`src/rtl/pfa_pkg.sv`:
```
// Shared types, constants and codes for the page frame allocator.
// No dependencies; the other files that use it refer to it by scoped names.
`default_nettype none
package pfa_pkg;

    localparam int MAX_FRAMES = 64;
    localparam int FRAME_W    = $clog2(MAX_FRAMES);
    localparam int CNT_W      = FRAME_W + 1;
    localparam int PID_W      = 8;
    localparam int VPN_W      = 10;
    localparam int OP_W       = 3;
    localparam int CFG_W      = 7;

    typedef logic [FRAME_W-1:0] t_frame;
    typedef logic [CNT_W-1:0]   t_cnt;

    // operation codes on the input word
    localparam logic [OP_W-1:0] OP_ALLOC_DATA  = 3'd0;
    localparam logic [OP_W-1:0] OP_ALLOC_STACK = 3'd1;
    localparam logic [OP_W-1:0] OP_REL_OLDEST  = 3'd2;
    localparam logic [OP_W-1:0] OP_REL_PID     = 3'd3;
    localparam logic [OP_W-1:0] OP_EVICT       = 3'd4;
    localparam logic [OP_W-1:0] OP_TOUCH       = 3'd5;
    localparam logic [OP_W-1:0] OP_DIRTY       = 3'd6;

    typedef enum logic [2:0] {
        K_ALLOC,
        K_REL_OLD,
        K_REL_PID,
        K_EVICT,
        K_TOUCH,
        K_DIRTY,
        K_NOP
    } t_kind;

    typedef struct packed {
        t_kind             kind;
        logic [PID_W-1:0]  pid;
        logic [VPN_W-1:0]  vpn;
        logic              stk;
    } t_cmd;

    typedef struct packed {
        t_frame            frame;
        logic [PID_W-1:0]  pid;
        logic [VPN_W-1:0]  vpn;
        logic              stk;
        logic              dirty;
    } t_entry;

    typedef struct packed {
        logic              ok;
        t_frame            frame;
        logic [PID_W-1:0]  vpid;
        logic [VPN_W-1:0]  vvpn;
        logic              vstk;
        t_cnt              rel;
        t_cnt              free;
    } t_res;

    typedef enum logic [2:0] {
        S_IDLE,
        S_MATCH,
        S_FIND,
        S_PICK,
        S_APPLY,
        S_OUT
    } t_state;

endpackage
`default_nettype wire

```
`src/rtl/pfa_front.sv`:
```
// Front end: two-entry command queue that decodes operation codes.
// Depends on pfa_pkg.
`default_nettype none
module pfa_front (
    input  wire logic                       i_clk,
    input  wire logic                       i_rst_n,
    input  wire logic                       push,
    output logic                            full,
    input  wire logic [pfa_pkg::OP_W-1:0]   i_operation,
    input  wire logic [pfa_pkg::PID_W-1:0]  i_pid,
    input  wire logic [pfa_pkg::VPN_W-1:0]  i_vpn,
    input  wire logic                       i_stack_flag,
    output logic                            o_cmd_valid,
    output pfa_pkg::t_cmd                   o_cmd,
    input  wire logic                       i_cmd_take
);

    pfa_pkg::t_cmd r_q [2];
    logic          r_wr;
    logic          r_rd;
    logic [1:0]    r_cnt;
    pfa_pkg::t_cmd n_cmd;
    logic          acc;
    logic          take;

    // classify the incoming word
    always_comb begin
        n_cmd     = '0;
        n_cmd.pid = i_pid;
        n_cmd.vpn = i_vpn;
        n_cmd.stk = i_stack_flag;
        unique case (i_operation)
            pfa_pkg::OP_ALLOC_DATA: begin
                n_cmd.kind = pfa_pkg::K_ALLOC;
                n_cmd.stk  = 1'b0;
            end
            pfa_pkg::OP_ALLOC_STACK: begin
                n_cmd.kind = pfa_pkg::K_ALLOC;
                n_cmd.stk  = 1'b1;
            end
            pfa_pkg::OP_REL_OLDEST: n_cmd.kind = pfa_pkg::K_REL_OLD;
            pfa_pkg::OP_REL_PID:    n_cmd.kind = pfa_pkg::K_REL_PID;
            pfa_pkg::OP_EVICT:      n_cmd.kind = pfa_pkg::K_EVICT;
            pfa_pkg::OP_TOUCH:      n_cmd.kind = pfa_pkg::K_TOUCH;
            pfa_pkg::OP_DIRTY:      n_cmd.kind = pfa_pkg::K_DIRTY;
            default:                n_cmd.kind = pfa_pkg::K_NOP;
        endcase
    end

    assign full        = (r_cnt == 2'd2);
    assign acc         = push && !full;
    assign o_cmd_valid = (r_cnt != 2'd0);
    assign take        = i_cmd_take && o_cmd_valid;
    assign o_cmd       = r_q[r_rd];

    // queue storage
    always_ff @(posedge i_clk) begin
        if (acc) begin
            r_q[r_wr] <= n_cmd;
        end
    end

    // queue pointers
    always_ff @(posedge i_clk) begin
        if (!i_rst_n) begin
            r_wr  <= 1'b0;
            r_rd  <= 1'b0;
            r_cnt <= 2'd0;
        end else begin
            if (acc) begin
                r_wr <= !r_wr;
            end
            if (take) begin
                r_rd <= !r_rd;
            end
            r_cnt <= r_cnt + 2'(acc) - 2'(take);
        end
    end

endmodule
`default_nettype wire

```
`config.mk`:
```
export PLATFORM = sky130hd
export DESIGN_NAME = pfa_front
export DESIGN_NICKNAME = d
export VERILOG_FILES = /design/src/rtl/pfa_pkg.sv /design/src/rtl/pfa_front.sv
export SDC_FILE = /design/constraint.sdc
export NUM_CORES = 1
export LEC_CHECK = 0
export BUFFER_PORTS_ARGS = -buffer_cell sky130_fd_sc_hd__buf_4
export CORE_ASPECT_RATIO = 1.75
export CORE_MARGIN = 3
export CORE_UTILIZATION = 50
export CTS_CLUSTER_SIZE = 10
export DETAILED_ROUTE_END_ITERATION = 10
export MAX_ROUTING_LAYER = met4
export PLACE_DENSITY = 0.78
export SLEW_MARGIN = 15
export SYNTH_ARGS = -nofsm -noshare
export SYNTH_HDL_FRONTEND = slang
export SYNTH_SLANG_ARGS = --single-unit
```
`constraint.sdc`:
```
create_clock -name i_clk -period 2.63 [get_ports i_clk]
set_input_delay 0.1315 -clock i_clk [delete_from_list [all_inputs] [get_ports i_clk]]
set_output_delay 0.1315 -clock i_clk [all_outputs]
set_load 0.005 [all_outputs]
```
---- Word-level counts from Yosys, hierarchy flattened ----
Memories as Yosys holds them, arrays and structs flattened. A register that Yosys moved wholly into a read port is not among the register bits.
Cells that the tools add are included.
storage, ports and cells
  bits in read-only memories .............. 0
  latch bits .............................. 0
  memories kept ........................... 1
  output and inout port bits .............. 24
  bits of input ports ..................... 26
  register bits after elaboration ......... 4
  word-level logic and storage cells ...... 27
  RAM bits ................................ 44
memory list
  name  depth  width  rd ports  clocked after memory_dff  wr ports  RTL line         text
  r_q   2      22     1         1                         1         pfa_front.sv:18  pfa_pkg::t_cmd r_q [2];
cells by class
  shifts and indexed selects .............. 0
  add/sub/neg operators ................... 2
  magnitude comparators ................... 0
  div/mod/pow operators ................... 0
  bitwise operators ....................... 0
  mux-type cells .......................... 6
  reduce and logical (&&, ||, !) cells .... 8
  equal/unequal tests ..................... 7
  multipliers ............................. 0
operator list
  cell                  number
  $pmux W3 S6           1
  $eq A3 B3 Y1 const B  3
  $eq A3 B2 Y1 const B  2
  $mux W1               4
  $eq A3 B1 Y1 const B  1
  $logic_not A1 Y1      3
  $logic_not A3 Y1      1
  $add A2 B1 Y2         1
  $eq A2 B2 Y1 const B  1
  $logic_and A1 B1 Y1   2
  $pmux W1 S2           1
  $reduce_bool A2 Y1    1
  $reduce_or A2 Y1      1
  $sub A2 B1 Y2         1

---- Depth between registers and ports, before layout ----
  depth after elaboration ................. 5
  gate-level depth with buffers ........... 8
  depth with buffers taken out ............ 8

---- Least setup slack after synthesis ----
No wires, ideal clock.
  path kind ............................... flip-flop to flip-flop
  start point ............................. reg r_cnt[0]
  end point ............................... mem r_q[0][0] (netlist bit) (enable)
  setup time .............................. 401 ps
  required time ........................... 2,229 ps
  period minus slack after synthesis ...... 1,923 ps
  cell stages (with the launch flop) ...... 4
  arrival time ............................ 1,523 ps
  setup slack ............................. 707 ps
  path buffers ............................ 0
  path through ............................ dfxtp_1 nand2b_1 nand2_1 nor2_1
between the ends
  cells in the longest elaborated chain, start to end .. 5
ends and longest elaborated chain
  element                        RTL line         text
  start, declared                pfa_front.sv:21  logic [1:0] r_cnt;
  start signal, assigned         pfa_front.sv:76  r_cnt <= r_cnt + 2'(acc) - 2'(take);
  $eq A2 B2 Y1                   pfa_front.sv:50  assign full = (r_cnt == 2'd2);
  $logic_not A1 Y1               pfa_front.sv:51  assign acc = push && !full;
  $logic_and A1 B1 Y1            pfa_front.sv:51
  $mux W1                        pfa_front.sv:58  if (acc) begin
  $mux W1 (not written as such)  pfa_front.sv:59  r_q[r_wr] <= n_cmd;
  end, declared                  pfa_front.sv:18
Every way passes these cells.

---- Worst setup path after layout ----
  start point ............................. reg r_cnt[0]
  end point ............................... reg r_cnt[1]
between the ends
  cells in the longest elaborated chain, start to end .. 5
  elaborated cells between the ends (all ways) .. 7
  those cells by class .................... add/sub (2); eq/ne (1); reduce/logical (4)
ends and longest elaborated chain
  element              RTL line
  $eq A2 B2 Y1         pfa_front.sv:50
  $logic_not A1 Y1     pfa_front.sv:51
  $logic_and A1 B1 Y1  pfa_front.sv:51
  $add A2 B1 Y2        pfa_front.sv:76
  $sub A2 B1 Y2 (*)    pfa_front.sv:76
Every way passes the cells marked *; elsewhere a longest branch is shown, timed or not.
A chain may end at the register's enable or synchronous reset.

==> summary.txt <==
Worst setup path
  – CP startpoint kind: flip-flop
  – FF-to-FF path depth: 8
  – Critical Path RT: 2850 ps
  – Crit Path Max Fanout: 4
  – Worst reg2reg endpoint: r_cnt[1]
  – Arrival @ worst endpoint: 1880 ps
  – Nature of the critical path endpoint: flip-flop
  – Worst setup path class: reg -> reg
  – Critical R2R Launch: r_cnt[0]
  – Reg2Reg Setup Slack: between 900 and 1000 ps

Cells and area
  – Share of layout cells above drive strength 1: 48.5%
  – Register area: 1420 um2
  – Fin cells: about 220
  – Area of the multi-input gates: 415 um2
  – # diodes: 0
  – Fin nets: 198
  – FILL cells: 232
  – Layout area overhead: 33.9%

Place
  – Pre-CTS setup slack: 957 ps
  – DP Wirelength: 2.25 mm
  – DP Cell Count: 198
  – GP Congestion: 0.596
  – PortBufs: 49

Synth
  – Cell Area, Synth: 1870 um2
  – Yosys cell types: 18
  – Syn Inst Count: 103
  – Syn nets: approximately 130
  – Register area share after synthesis: 76.1%
  – Top FF cell, synth: edfxtp_1
  – Mean Syn Cell Area: approximately 18 um2
  – Post-synthesis register bit count: 49
  – Syn. warnings: 0
  – Post-synth EDFFs: 44
  – Post-synth ARST share: 0%

STA
  – Crit share post-route: around 63%
  – Final Hold Vio Count: 0
  – Worst Skew: 4.89 ps
  – Minimum clock period: about 1700 ps
  – Count of final setup violators: 0
  – RSZ-0062 raised after global routing: false
  – Max-slew violation count: 0
  – Fmax: 604 MHz
  – Setup_tns: 0 ps
  – Setup ws final: 975 ps
  – Max-slew headroom: 76.7%
  – Worst-margin pin slew: 350 ps
  – Worst hold margin: 21.2 ps

Drt
  – Pre-antenna DRT Iters: 4
  – Routed wire length: 3.16 mm
  – DRC Markers: 0
  – Vias per cell: 4.97
  – Iter 0 DRT Violations: 35
  – Wirelength per Cell: between 10 and 15 um
  – Antenna Nets Post-Route: 0
  – Via Count: ~1100

Clocking
  – TritonCTS clock tree: yes
  – # clock sinks: 49
  – Clock buffer depth: 2
  – TritonCTS Buffers: 5
  – Clk_lat worst skew: 290 ps
  – CTS Root Buffer Type: clkbuf_8
  – H-tree levels: 2
  – Clk pin slew, worst setup/hold paths: 80 ps

Worst hold path
  – Worst hold path class: in -> reg
  – Worst Hold End: r_q[1][8]
  – Worst Hold Depth: 1
  – Min-delay src: i_vpn[7]

Floorplan
  – Row cnt: 28
  – Die width: roughly 52 um
  – Initial core utilization: 53.9%
  – Die height: between 80 and 90 um
  – Top Ports: 50
  – Die area: between 4000 and 5000 um2
  – Core area: 3470 um2

Power and ir drop
  – Power density cells: around 900 nW/um2
  – Combinational power share: 30.2%
  – Clock power frac: 22.5%
  – Int Power: 1.68 mW
  – Sw frac: 24.6%
  – Psw: 0.547 mW
  – VDD IR-drop max: about 0.00093 V
  – Flop pwr share: 47.4%
  – LEAKAGE: 0.990 nW

Run
  – Max_cap viols: 0

Status
  – Outcome: finished clean

GRT
  – First-pass GRT wire length: 4.83 mm
  – Number of global-route vias before repair: 1088
  – Initial antenna violation count: 0
  – Grt total ovfl: 0
  – Largest net degree at the start of global routing: 23
  – Tot GR Track Use: 16.0%
registers in the layout (all words and copies together), names as in the netlist, named ones only:
signal and flops:
r_wr 1, r_rd 1, r_q 44, r_cnt 2
cell usage after synthesis, types with 2 or more instances:
| cell type | number | share of area, % |
|---|---|---|
| mux2_2 | 23 | 14 |
| dfxtp_1 | 5 | 5.4 |
| nand2b_1 | 2 | 0.67 |
| inv_1 | 3 | 0.60 |
| ha_1 | 2 | 1.3 |
| nor2_1 | 7 | 1.4 |
| and2_1 | 2 | 0.67 |
| nand2_1 | 5 | 1.0 |
| edfxtp_1 | 44 | 71 |
| buf_6 | 2 | 1.2 |
how the worst max path moves through the flow:
stage              from        end  slack [ps]  cells after the start
6_report       r_cnt[0]   r_cnt[1]         980                      8
2_1_floorplan  r_cnt[0]  r_q[0][0]         710                      3
3_3_place_gp   r_cnt[0]   r_cnt[1]        1070                      8
4_1_cts        r_cnt[0]   r_cnt[1]         940                      8
5_1_grt        r_cnt[0]   r_cnt[1]         810                      8
3_5_place_dp   r_cnt[0]   r_cnt[1]         960                      8
power by group through the flow:
stage          Clock, mW  Combinational [mW]  Sequential (mW)
2_1_floorplan          0               0.365             1.06
3_3_place_gp           0               0.652             1.06
3_5_place_dp           0               0.671             1.07
4_1_cts            0.512               0.675             1.05
5_1_grt            0.551               0.740             1.06
6_report           0.499               0.671             1.05
metal layers:
layer,GRT usage [%],vias up,share of wire (%)
met5,-,-,0
met4,9.53,0,2.1
met3,5.83,6,6.5
met2,27.6,35,57
met1,14.2,518,34
li1,-,515,-
repair_timing:
action                                 4_1_cts  5_1_grt
endpoints found under the hold margin        0       17
gates resized for setup                      0        0
setup buffers                                0        0
hold buffers                                 0       10
area by class of cell:
class / instances / share of cell area [%]
repair buffers: 62 / 19.6
flip-flops and latches: 49 / 56.8
well taps: 45 / 2.25
clock inverters: 2 / 1.35
clock buffers: 6 / 2.90
inverters: 3 / 0.450
multi-input cells: 49 / 16.6
layout by cell type, fill, tap and decap left out, drive strengths merged, types with 2 or more instances in the layout:
| master | instances |
|---|---|
| dlygate4sd3 | 10 |
| nand2 | 5 |
| clkbuf | 6 |
| mux2 | 23 |
| inv | 3 |
| edfxtp | 44 |
| buf | 52 |
| nand2b | 2 |
| dfxtp | 5 |
| and2 | 2 |
| ha | 2 |
| nor2 | 7 |
metrics by stage:
stage	power (mW)	instance area (um2)	utilization, %
final	2.22	2500	72.1
after global routing	2.36	2500	72.1
after CTS	2.24	2400	69.2
after detailed placement	1.74	2290	66.2
after global placement	1.71	2290	66.2
after floorplan	1.43	1870	-
cell families after synthesis:
| group | Yosys count | synth area share, % |
|---|---|---|
| mux | 24 | 14.4 |
| fa+ha+maj | 2 | 1.34 |
| simple gates | 20 | 5.02 |
| flops | 49 | 76.1 |
| buf+inv | 5 | 1.81 |
| xor+xnor | 2 | 0.938 |
| compound gates | 1 | 0.402 |
critical path: stages (launching register included):
cell and delay [ps]:
dfxtp_1 370, nand2b_1 160, nand2_1 130, ha_1 300
inv_1 40, ha_1 170, xor2_1 150, and2_1 160
nor3_1 110
Power figures use the tool's default switching activity.
